`config.mk`:
```
export PLATFORM = sky130hd
export DESIGN_NAME = lru_key_value_cache_core
export DESIGN_NICKNAME = d
export VERILOG_FILES = /design/src/design/lkv_pkg.sv /design/src/design/lru_key_value_cache_core.sv /design/src/design/lkv_cell.sv
export SDC_FILE = /design/constraint.sdc
export NUM_CORES = 2
export LEC_CHECK = 0
export BUFFER_PORTS_ARGS = -buffer_cell sky130_fd_sc_hd__buf_4
export CORE_ASPECT_RATIO = 0.9
export CORE_MARGIN = 4
export CORE_UTILIZATION = 35
export DETAILED_ROUTE_END_ITERATION = 10
export PLACE_DENSITY_LB_ADDON = 0.15
export SYNTH_ARGS = -nofsm -noshare
export SYNTH_HDL_FRONTEND = slang
export SYNTH_HIERARCHICAL = 1
export SYNTH_SLANG_ARGS = --single-unit
```
`constraint.sdc`:
```
create_clock -name clock -period 7 [get_ports clock]
set_input_delay 0.35 -clock clock [delete_from_list [all_inputs] [get_ports clock]]
set_output_delay 0.35 -clock clock [all_outputs]
set_load 0.02 [all_outputs]
```
`src/design/lkv_pkg.sv`:
```
// lkv_pkg: shared types and constants for the LRU key/value cache core.
// Used by lkv_cell and lru_key_value_cache_core. No dependencies.

package lkv_pkg;

   localparam int DATA_W = 32;
   localparam int CAP_W  = 5;

   localparam logic [CAP_W-1:0]          CAP_RESET  = 5'd16;
   localparam logic signed [DATA_W-1:0]  MISS_VALUE = 32'hFFFF_FFFF;
   localparam logic signed [DATA_W-1:0]  PUT_VALUE  = 32'h0000_0000;

   localparam logic OP_GET = 1'b0;
   localparam logic OP_PUT = 1'b1;

   // one stored entry, also what a cell hands to its neighbor on a shift
   typedef struct packed {
      logic                     valid;
      logic signed [DATA_W-1:0] key;
      logic signed [DATA_W-1:0] value;
   } entry_type;

   // search token travelling down the chain
   typedef struct packed {
      logic                     found;
      logic signed [DATA_W-1:0] value;
   } tok_type;

endpackage

```
`src/design/lru_key_value_cache_core.sv`:
```
// lru_key_value_cache_core: top level of the fully associative LRU key/value cache.
// Depends on lkv_pkg and lkv_cell.
//
// Usage:
//   Request channel: drive req_op/req_key/req_value and raise start; the
//   transaction is taken at a clock edge with start high and busy low.
//   req_op 0 is a get, 1 is a put.
//   Response channel: one transaction per request, shown on rsp_hit,
//   rsp_read_value and rsp_evicted for exactly one cycle with rsp_valid high.
//   The receiver cannot stall; it must capture the response in that cycle.
//   busy stays high until the response is registered, so a new request is
//   taken no earlier than the cycle that shows it. The key is searched by a
//   token that walks the chain of ENTRIES cells one cell per clock; the
//   move-to-front shift of the chain is registered with the response.
//   Entries are kept in recency order, cell 0 most recent.
//   Capacity: csr_wr_en/csr_wr_data writes capacity_in_use (0 acts as 1,
//   values above ENTRIES act as ENTRIES); write only while idle.
//   Reset: synchronous, clears all valid bits and the occupancy, capacity
//   returns to 16; the core is ready the cycle after reset drops.

module lru_key_value_cache_core #(
   parameter int ENTRIES = 16
) (
   input  logic                             clock,
   input  logic                             reset,
   input  logic                             start,
   output logic                             busy,
   input  logic                             req_op,
   input  logic signed [lkv_pkg::DATA_W-1:0] req_key,
   input  logic signed [lkv_pkg::DATA_W-1:0] req_value,
   output logic                             rsp_valid,
   output logic                             rsp_hit,
   output logic signed [lkv_pkg::DATA_W-1:0] rsp_read_value,
   output logic                             rsp_evicted,
   input  logic                             csr_wr_en,
   input  logic [lkv_pkg::CAP_W-1:0]        csr_wr_data
);
   import lkv_pkg::*;

   localparam int IDX_W = (ENTRIES > 1) ? $clog2(ENTRIES) : 1;
   localparam int CNT_W = $clog2(ENTRIES + 1);
   localparam int CMP_W = (CNT_W > CAP_W) ? CNT_W : CAP_W;

   logic                     busy_ff, busy_in;
   logic [CNT_W-1:0]         step_ff, step_in;
   logic                     op_ff;
   logic signed [DATA_W-1:0] key_ff;
   logic signed [DATA_W-1:0] value_ff;
   logic [CNT_W-1:0]         count_ff, count_in;
   logic [CAP_W-1:0]         cap_ff;
   logic                     rsp_valid_ff, rsp_valid_in;
   logic                     rsp_hit_ff, rsp_hit_in;
   logic signed [DATA_W-1:0] rsp_read_value_ff, rsp_read_value_in;
   logic                     rsp_evicted_ff, rsp_evicted_in;

   tok_type          tok_chain [0:ENTRIES];
   logic [IDX_W-1:0] pos_chain [0:ENTRIES];
   entry_type        ent_chain [0:ENTRIES];

   logic             accept;
   logic             last;
   logic             upd_en;
   logic [IDX_W-1:0] shift_lim;
   logic [CMP_W-1:0] eff_cap;
   logic             full;
   logic [CNT_W-1:0] cnt_m1;
   tok_type          fin_tok;

   assign tok_chain[0] = '{found: 1'b0, value: '0};
   assign pos_chain[0] = '0;

   genvar gi;
   generate
      for (gi = 0; gi < ENTRIES; gi++) begin : g_cell
         lkv_cell #(
            .IDX_W    (IDX_W),
            .CELL_IDX (gi)
         ) u_cell (
            .clock     (clock),
            .reset     (reset),
            .srch_key  (key_ff),
            .up_tok    (tok_chain[gi]),
            .up_pos    (pos_chain[gi]),
            .dn_tok    (tok_chain[gi+1]),
            .dn_pos    (pos_chain[gi+1]),
            .upd_en    (upd_en),
            .shift_lim (shift_lim),
            .nbr_ent   (ent_chain[gi]),
            .ent       (ent_chain[gi+1])
         );
      end
   endgenerate

   always_comb begin
      accept  = start && !busy_ff;
      last    = busy_ff && (step_ff == CNT_W'(ENTRIES));
      fin_tok = tok_chain[ENTRIES];

      if (cap_ff == '0) begin
         eff_cap = CMP_W'(1);
      end else if (CMP_W'(cap_ff) > CMP_W'(ENTRIES)) begin
         eff_cap = CMP_W'(ENTRIES);
      end else begin
         eff_cap = CMP_W'(cap_ff);
      end
      full   = CMP_W'(count_ff) >= eff_cap;
      cnt_m1 = count_ff - CNT_W'(1);

      upd_en = last && (fin_tok.found || (op_ff == OP_PUT));
      priority if (fin_tok.found) begin
         shift_lim = pos_chain[ENTRIES];
      end else if (full) begin
         shift_lim = cnt_m1[IDX_W-1:0];
      end else begin
         shift_lim = count_ff[IDX_W-1:0];
      end

      ent_chain[0].valid = 1'b1;
      ent_chain[0].key   = key_ff;
      ent_chain[0].value = (op_ff == OP_PUT) ? value_ff : fin_tok.value;

      busy_in  = busy_ff;
      step_in  = step_ff;
      count_in = count_ff;
      if (accept) begin
         busy_in = 1'b1;
         step_in = '0;
      end else if (last) begin
         busy_in = 1'b0;
      end else if (busy_ff) begin
         step_in = step_ff + CNT_W'(1);
      end
      if (last && (op_ff == OP_PUT) && !fin_tok.found && !full) begin
         count_in = count_ff + CNT_W'(1);
      end

      rsp_valid_in      = last;
      rsp_hit_in        = fin_tok.found;
      rsp_evicted_in    = (op_ff == OP_PUT) && !fin_tok.found && full;
      if (op_ff == OP_PUT) begin
         rsp_read_value_in = PUT_VALUE;
      end else if (fin_tok.found) begin
         rsp_read_value_in = fin_tok.value;
      end else begin
         rsp_read_value_in = MISS_VALUE;
      end
   end

   always_ff @(posedge clock) begin
      if (reset) begin
         busy_ff      <= 1'b0;
         step_ff      <= '0;
         count_ff     <= '0;
         cap_ff       <= CAP_RESET;
         rsp_valid_ff <= 1'b0;
      end else begin
         busy_ff      <= busy_in;
         step_ff      <= step_in;
         count_ff     <= count_in;
         rsp_valid_ff <= rsp_valid_in;
         if (csr_wr_en) begin
            cap_ff <= csr_wr_data;
         end
      end
   end

   always_ff @(posedge clock) begin
      if (accept) begin
         op_ff    <= req_op;
         key_ff   <= req_key;
         value_ff <= req_value;
      end
      if (last) begin
         rsp_hit_ff        <= rsp_hit_in;
         rsp_read_value_ff <= rsp_read_value_in;
         rsp_evicted_ff    <= rsp_evicted_in;
      end
   end

   assign busy           = busy_ff;
   assign rsp_valid      = rsp_valid_ff;
   assign rsp_hit        = rsp_hit_ff;
   assign rsp_read_value = rsp_read_value_ff;
   assign rsp_evicted    = rsp_evicted_ff;

`ifndef ASSERT_OFF
   a_rsp_idle: assert property (@(posedge clock) disable iff (reset)
      rsp_valid_ff |-> !busy_ff)
      else $error("response while a transaction is still in flight");

   a_accept_busy: assert property (@(posedge clock) disable iff (reset)
      (start && !busy_ff) |=> busy_ff)
      else $error("accepted transaction did not raise busy");

   a_count_max: assert property (@(posedge clock) disable iff (reset)
      CNT_W'(ENTRIES) >= count_ff)
      else $error("occupancy above entry count");

   a_evict_miss: assert property (@(posedge clock) disable iff (reset)
      (rsp_valid_ff && rsp_evicted_ff) |-> !rsp_hit_ff)
      else $error("eviction reported on a hit");
`endif

endmodule

```
`src/design/lkv_cell.sv`:
```
// lkv_cell: one entry of the recency-ordered chain plus one stage of the search wave.
// Depends on lkv_pkg (entry_type, tok_type).

module lkv_cell #(
   parameter int IDX_W    = 4,
   parameter int CELL_IDX = 0
) (
   input  logic                             clock,
   input  logic                             reset,
   input  logic signed [lkv_pkg::DATA_W-1:0] srch_key,
   input  lkv_pkg::tok_type                 up_tok,
   input  logic [IDX_W-1:0]                 up_pos,
   output lkv_pkg::tok_type                 dn_tok,
   output logic [IDX_W-1:0]                 dn_pos,
   input  logic                             upd_en,
   input  logic [IDX_W-1:0]                 shift_lim,
   input  lkv_pkg::entry_type               nbr_ent,
   output lkv_pkg::entry_type               ent
);
   import lkv_pkg::*;

   localparam logic [IDX_W-1:0] MY_IDX = IDX_W'(CELL_IDX);

   logic                     valid_ff;
   logic signed [DATA_W-1:0] key_ff;
   logic signed [DATA_W-1:0] value_ff;
   tok_type                  tok_ff, tok_in;
   logic [IDX_W-1:0]         pos_ff, pos_in;
   logic                     match;
   logic                     shift_en;

   always_comb begin
      match    = valid_ff && (key_ff == srch_key);
      shift_en = upd_en && (MY_IDX <= shift_lim);
      tok_in   = up_tok;
      pos_in   = up_pos;
      if (!up_tok.found && match) begin
         tok_in.found = 1'b1;
         tok_in.value = value_ff;
         pos_in       = MY_IDX;
      end
   end

   always_ff @(posedge clock) begin
      if (reset) begin
         valid_ff <= 1'b0;
      end else if (shift_en) begin
         valid_ff <= nbr_ent.valid;
      end
   end

   always_ff @(posedge clock) begin
      if (shift_en) begin
         key_ff   <= nbr_ent.key;
         value_ff <= nbr_ent.value;
      end
      tok_ff <= tok_in;
      pos_ff <= pos_in;
   end

   assign dn_tok = tok_ff;
   assign dn_pos = pos_ff;
   assign ent    = '{valid: valid_ff, key: key_ff, value: value_ff};

endmodule
```
# Word-level counts from Yosys, hierarchy flattened
# Cells that the tools add are included.
# W data, S select, Z words.
# totals
out_inout_bits	36
wordCells	248
inputBits	74
regBits	1733
# op_classes
magnitude_cmp	18
muxes	25
n_addsub	3
reduce_logical	78
eq_ne	17
bitwise	1
# ops
op	count
$mux W32	17
$eq A32 B32 Y1	16
$logic_and A1 B1 Y1	55
$mux W33	1
$le A4 B4 Y1 const A	8
$logic_not A1 Y1	18
$le A3 B4 Y1 const A	4
$add A5 B1 Y5 const B	2
$mux W5	2
$le A1 B4 Y1 const A	2
$le A2 B4 Y1 const A	2
$mux W4	2
$eq A5 B5 Y1 const B	1
$ge A5 B5 Y1	1
$gt A5 B5 Y1 const B	1
$logic_not A5 Y1	1
$sub A4 B1 Y4 const B	1
$mux W1	3
$reduce_and A2 Y1	1
$reduce_bool A2 Y1	1
$reduce_or A2 Y1	1
$logic_or A1 B1 Y1	1
$not A1 Y1	1

# Logic depth before layout (Yosys ltp)
# depth
word_depth	8
mapped_depth	13
depth_no_buf	13

# Modules after synthesis
# The synthesis kept the hierarchy.
# by_module_without_submodules
module	area_each_um2	instances	cells_each	seq_area_each_um2
lkv_cell at g_cell[11].u_cell ...	3614.7	2	192	2682.6
lkv_cell at g_cell[13].u_cell ...	3613.5	2	190	2682.6
lkv_cell at g_cell[10].u_cell ...	3612.2	2	190	2682.6
lkv_cell at g_cell[14].u_cell ...	3611.0	2	190	2682.6
lkv_cell at g_cell[12].u_cell ...	3608.5	2	190	2682.6
lru_key_value_cache_core	4609.4	1	366	3313.2
lkv_cell at g_cell[5].u_cell	3617.2	1	191	2682.6
lkv_cell at g_cell[3].u_cell	3616.0	1	191	2682.6
lkv_cell at g_cell[7].u_cell	3614.7	1	191	2682.6
lkv_cell at g_cell[6].u_cell	3613.5	1	191	2682.6
lkv_cell at g_cell[4].u_cell	3609.7	1	190	2682.6
lkv_cell at g_cell[0].u_cell	3602.2	1	189	2682.6

# Least setup slack after synthesis
# No wires, ideal clock.
# synth_timing
path_type	reg-to-reg
startpoint	register step_ff[0]
endpoint	register g_cell[6].u_cell.valid_ff
stages_incl_launch_ff	9
synth_period_minus_slack_ns	7.569
path_slack_ns	-0.569
path_buffers	0
t_required_ns	6.880
arrival_time_ns	7.449
setup_time_ns	0.120
cell_sequence	dfxtp_1 -> inv_1 -> ha_1 -> and4bb_1 -> nand2_1 -> nor2_1 -> nor2b_1 -> mux2i_1 -> nor2_1
# synth_via
elab_chain_cells	4
# synth_rtl
element	line	rtl
start: declaration	lru_key_value_cache_core.sv:45	logic [CNT_W-1:0] step_ff, step_in;
start signal: assignment	lru_key_value_cache_core.sv:158	step_ff <= step_in;
$eq A5 B5 Y1	lru_key_value_cache_core.sv:96	last = busy_ff && (step_ff == CNT_W'(ENTRIES));
$logic_and A1 B1 Y1	lru_key_value_cache_core.sv:96	
$logic_and A1 B1 Y1	lru_key_value_cache_core.sv:109	upd_en = last && (fin_tok.found || (op_ff == OP_PUT));
via upd_en	lru_key_value_cache_core.sv:62	logic upd_en;
$logic_and A1 B1 Y1	lkv_cell.sv:34	shift_en = upd_en && (MY_IDX <= shift_lim);
via g_cell[6].u_cell.shift_en	lkv_cell.sv:30	logic shift_en;
end signal: assignment	lkv_cell.sv:48	valid_ff <= nbr_ent.valid;
end: declaration	lkv_cell.sv:24	logic valid_ff;
# The timed path passes the listed nets, and every way through them passes these cells.
# A chain may end at the register's enable or synchronous reset.

# Worst setup path in the final report
# layout_timing
startpoint	register cap_ff[1]
endpoint	register g_cell[15].u_cell.value_ff[10], enable pin
# layout_via
elab_chain_cells	8
elab_cells_between_ends	9
cone_classes	order compare (3); mux (4); reduce/logical (2)
# layout_rtl
element	line	rtl
start: declaration	lru_key_value_cache_core.sv:50	logic [CAP_W-1:0] cap_ff;
start signal: assignment	lru_key_value_cache_core.sv:162	cap_ff <= csr_wr_data;
$gt A5 B5 Y1	lru_key_value_cache_core.sv:101	end else if (CMP_W'(cap_ff) > CMP_W'(ENTRIES)) begin
$mux W5	lru_key_value_cache_core.sv:101	
$mux W5 *	lru_key_value_cache_core.sv:99	if (cap_ff == '0) begin
$ge A5 B5 Y1 *	lru_key_value_cache_core.sv:106	full = CMP_W'(count_ff) >= eff_cap;
$mux W4 *	lru_key_value_cache_core.sv:112	end else if (full) begin
$mux W4 *	lru_key_value_cache_core.sv:110	priority if (fin_tok.found) begin
via shift_lim[3]	lru_key_value_cache_core.sv:63	logic [IDX_W-1:0] shift_lim;
$le A4 B4 Y1 *	lkv_cell.sv:34	
$logic_and A1 B1 Y1 *	lkv_cell.sv:34	
via g_cell[15].u_cell.shift_en	lkv_cell.sv:30	
end signal: assignment	lkv_cell.sv:55	value_ff <= nbr_ent.value;
end: declaration	lkv_cell.sv:26	logic signed [DATA_W-1:0] value_ff;
# Mark *: on every way through the listed nets, which the timed path passes. The rest lies on a longest branch.

==> metrics.yaml <==
outcome:
  status: "complete, but fails checks"
  violations: "capacitance limit, slew limit"
synthesis:
  synth_warnings: 6
  avgSynthCellArea_um2: 18.3
  netlist_instances: 3412
  syn_area_mm2: 0.0624
worst_setup_path:
  crit_type: "reg -> reg"
  worstPathRequired_ps: 7420
  crit_chain: "nor3_1, nor2_1, nor2_1, ha_1, nand2b_1, a31oi_2, o21a_2, nor4bb_1, a2111oi_2, buf_4, nand3_1, nor2_4, buf_4"
  endpoint_kind: "flop"
  r2r_end: "g_cell[15].u_cell/value_ff[10]"
  r2r-start: "cap_ff[1]"
  worstPathArrival_ps: 4670
  cp-startpoint: "cap_ff[1]"
  ff2ff_setup_slack_ps: 2750
  cp_slowest_cell: "nor2_4"
  timing.reg2reg.worst_path_depth: 13
  path_delay_family: "simple AND/OR/NAND/NOR gates"
  critPathBufInv: 2
  critPathMaxFanout: 34
  crit_path_start_kind: "flop"
  cp_slowest_stage_delay_ps: 790
sta:
  relSlewSlack_pct: -5.64
  rsz0062_at_grt: "no"
  skew_ps: 36.8
  finalSetupViolCount: 0
  tightest_slew_ps: 1570
  hold_viol: 0
  post-route-min-period_ps: 4250
  max_freq_ghz: 0.235
  fin_ws_ps: 2750
  final.setup.tns_ps: 0
  slew_violations: 2
  fin_crit_sh_pct: 60.7
cts:
  cts_htree_levels: 4
  cts_tree: "built"
  cts-buffers-inserted: 184
  clk_pin_slew_worst_paths_ps: 60
  root_buffer: "clkbuf_16"
  clk_path_buf_depth: 3
  clock-sinks: 1748
  cts_setup_buffers: 0
  clk_latency_ps: 790
worst_hold_path:
  hold_depth: 2
  min_from: "req_value[21]"
  min_path_type: "in -> reg"
  holdPathEnd: "value_ff[21]"
floorplan:
  die-area_mm2: 0.185
  core_area_mm2: 0.177
  die_width_um: 453
  rows: 146
  die_y_um: 409
  ios: 110
  start_util_pct: 35.3
detailed_routing:
  vias_per_cell: 4.24
  wirelength_mm: 121
  num_vias: 26900
  wl_per_cell_um: 19.1
  antenna_left: 0
  drtIter0Drc: 1684
  dr.pass1.iters: 4
  drc: 0
global_routing:
  grt_usage_pct: 13.1
  grt_pass1_wl_mm: 184
  grt_start_max_net_pins: 70
  grt_antenna_before_repair: 9
  first_global_vias: 28200
  grt_overflow: 0
cells_and_area:
  fin_util_pct: 41.4
  areaGrowthSynthToFinish_pct: 17.3
  ff_latch_area_mm2: 0.0462
  drive_above_1_share_pct: 25.8
  nNetsFinal: 3890
  n_fill_cell: 15800
  multiInputGateArea_mm2: 0.0155
place:
  dp_hpwl_mm: 82.9
  globalplace.congestion: 0.794
  port_buffers: 109
  place_ws_ps: 2700
power_and_ir_drop:
  power_density_mw_per_mm2: 295
  p_leak_nw: 26.2
  peakVddDrop_mv: 0.240
flow_run:
  maxCapViolations: 1
[area by class of cell]
type | count | area share, %
well taps | 2368 | 4.05
clock buffers | 286 | 7.54
flip-flops and latches | 1748 | 63.2
multi-input cells | 1577 | 21.2
clock inverters | 61 | 0.900
inverters | 44 | 0.226
diodes | 5 | 0.0171
repair buffers | 252 | 2.87
[layout by cell type (no fill, tap or decap), types with 51 or more instances in the layout]
cell              n
clkbuf_1         59
buf_4           169
mux2_4          400
xnor2_1         500
nand4_1         114
nand2b_1         51
mux2_2          112
dfxtp_1         624
dlygate4sd3_1    83
clkbuf_16       193
edfxtp_1       1123
[power by group]
| group | leakage, nW | internal (mW) | switching, mW |
|---|---|---|---|
| Combinational | 7.83 | 0.391 | 0.375 |
| Clock | 3.02 | 5.78 | 3.93 |
| Sequential | 15.4 | 11.1 | 0.0648 |
| Total | 26.2 | 17.2 | 4.37 |
[worst max path at each step]
stage                                           endpoint  slack [ps]  cells past startpoint
after global routing       g_cell[15].u_cell/value_ff[8]        2400                     13
after global placement    g_cell[15].u_cell/value_ff[17]        2640                     13
after CTS                 g_cell[15].u_cell/value_ff[10]        2690                     13
after floorplan                g_cell[3].u_cell/valid_ff         630                     13
after detailed placement  g_cell[15].u_cell/value_ff[22]        2700                     13
final                     g_cell[15].u_cell/value_ff[10]        2750                     13
[through the flow]
step                power [mW]  hold WS, ps  area, um2  instances
floorplan                 11.8          386      62500       3449
global placement          12.1          388      66100       5905
detailed placement        12.1          391      66100       5905
CTS                       21.9          179      73100       6335
global route              22.4          218      73100       6336
finish                    21.6          279      73200       6341
[sequential cells by signal (all words and copies together) (netlist names), 16 cells and up]
register                count
g_cell.u_cell/valid_ff     16
g_cell.u_cell/value_ff    512
value_ff                   32
g_cell.u_cell/dn_pos       64
key_ff                     32
g_cell.u_cell/dn_tok      528
g_cell.u_cell/key_ff      512
rsp_read_value             32
[layer usage]
metal / vias up / GRT usage (%) / wire, um
met2: 480 / 18.2 / 49000
met1: 13000 / 20.3 / 63800
met5: - / 0 / 0
met4: 0 / 4.11 / 2970
met3: 203 / 2.62 / 5160
li1: 13300 / - / -
[repair_timing]
action,CTS,global route
hold buffers,83,0
endpoints found under the setup margin,0,0
endpoints found under the hold margin,98,0
resized for setup,0,0
No activity file was read; power rests on OpenSTA's default activity.
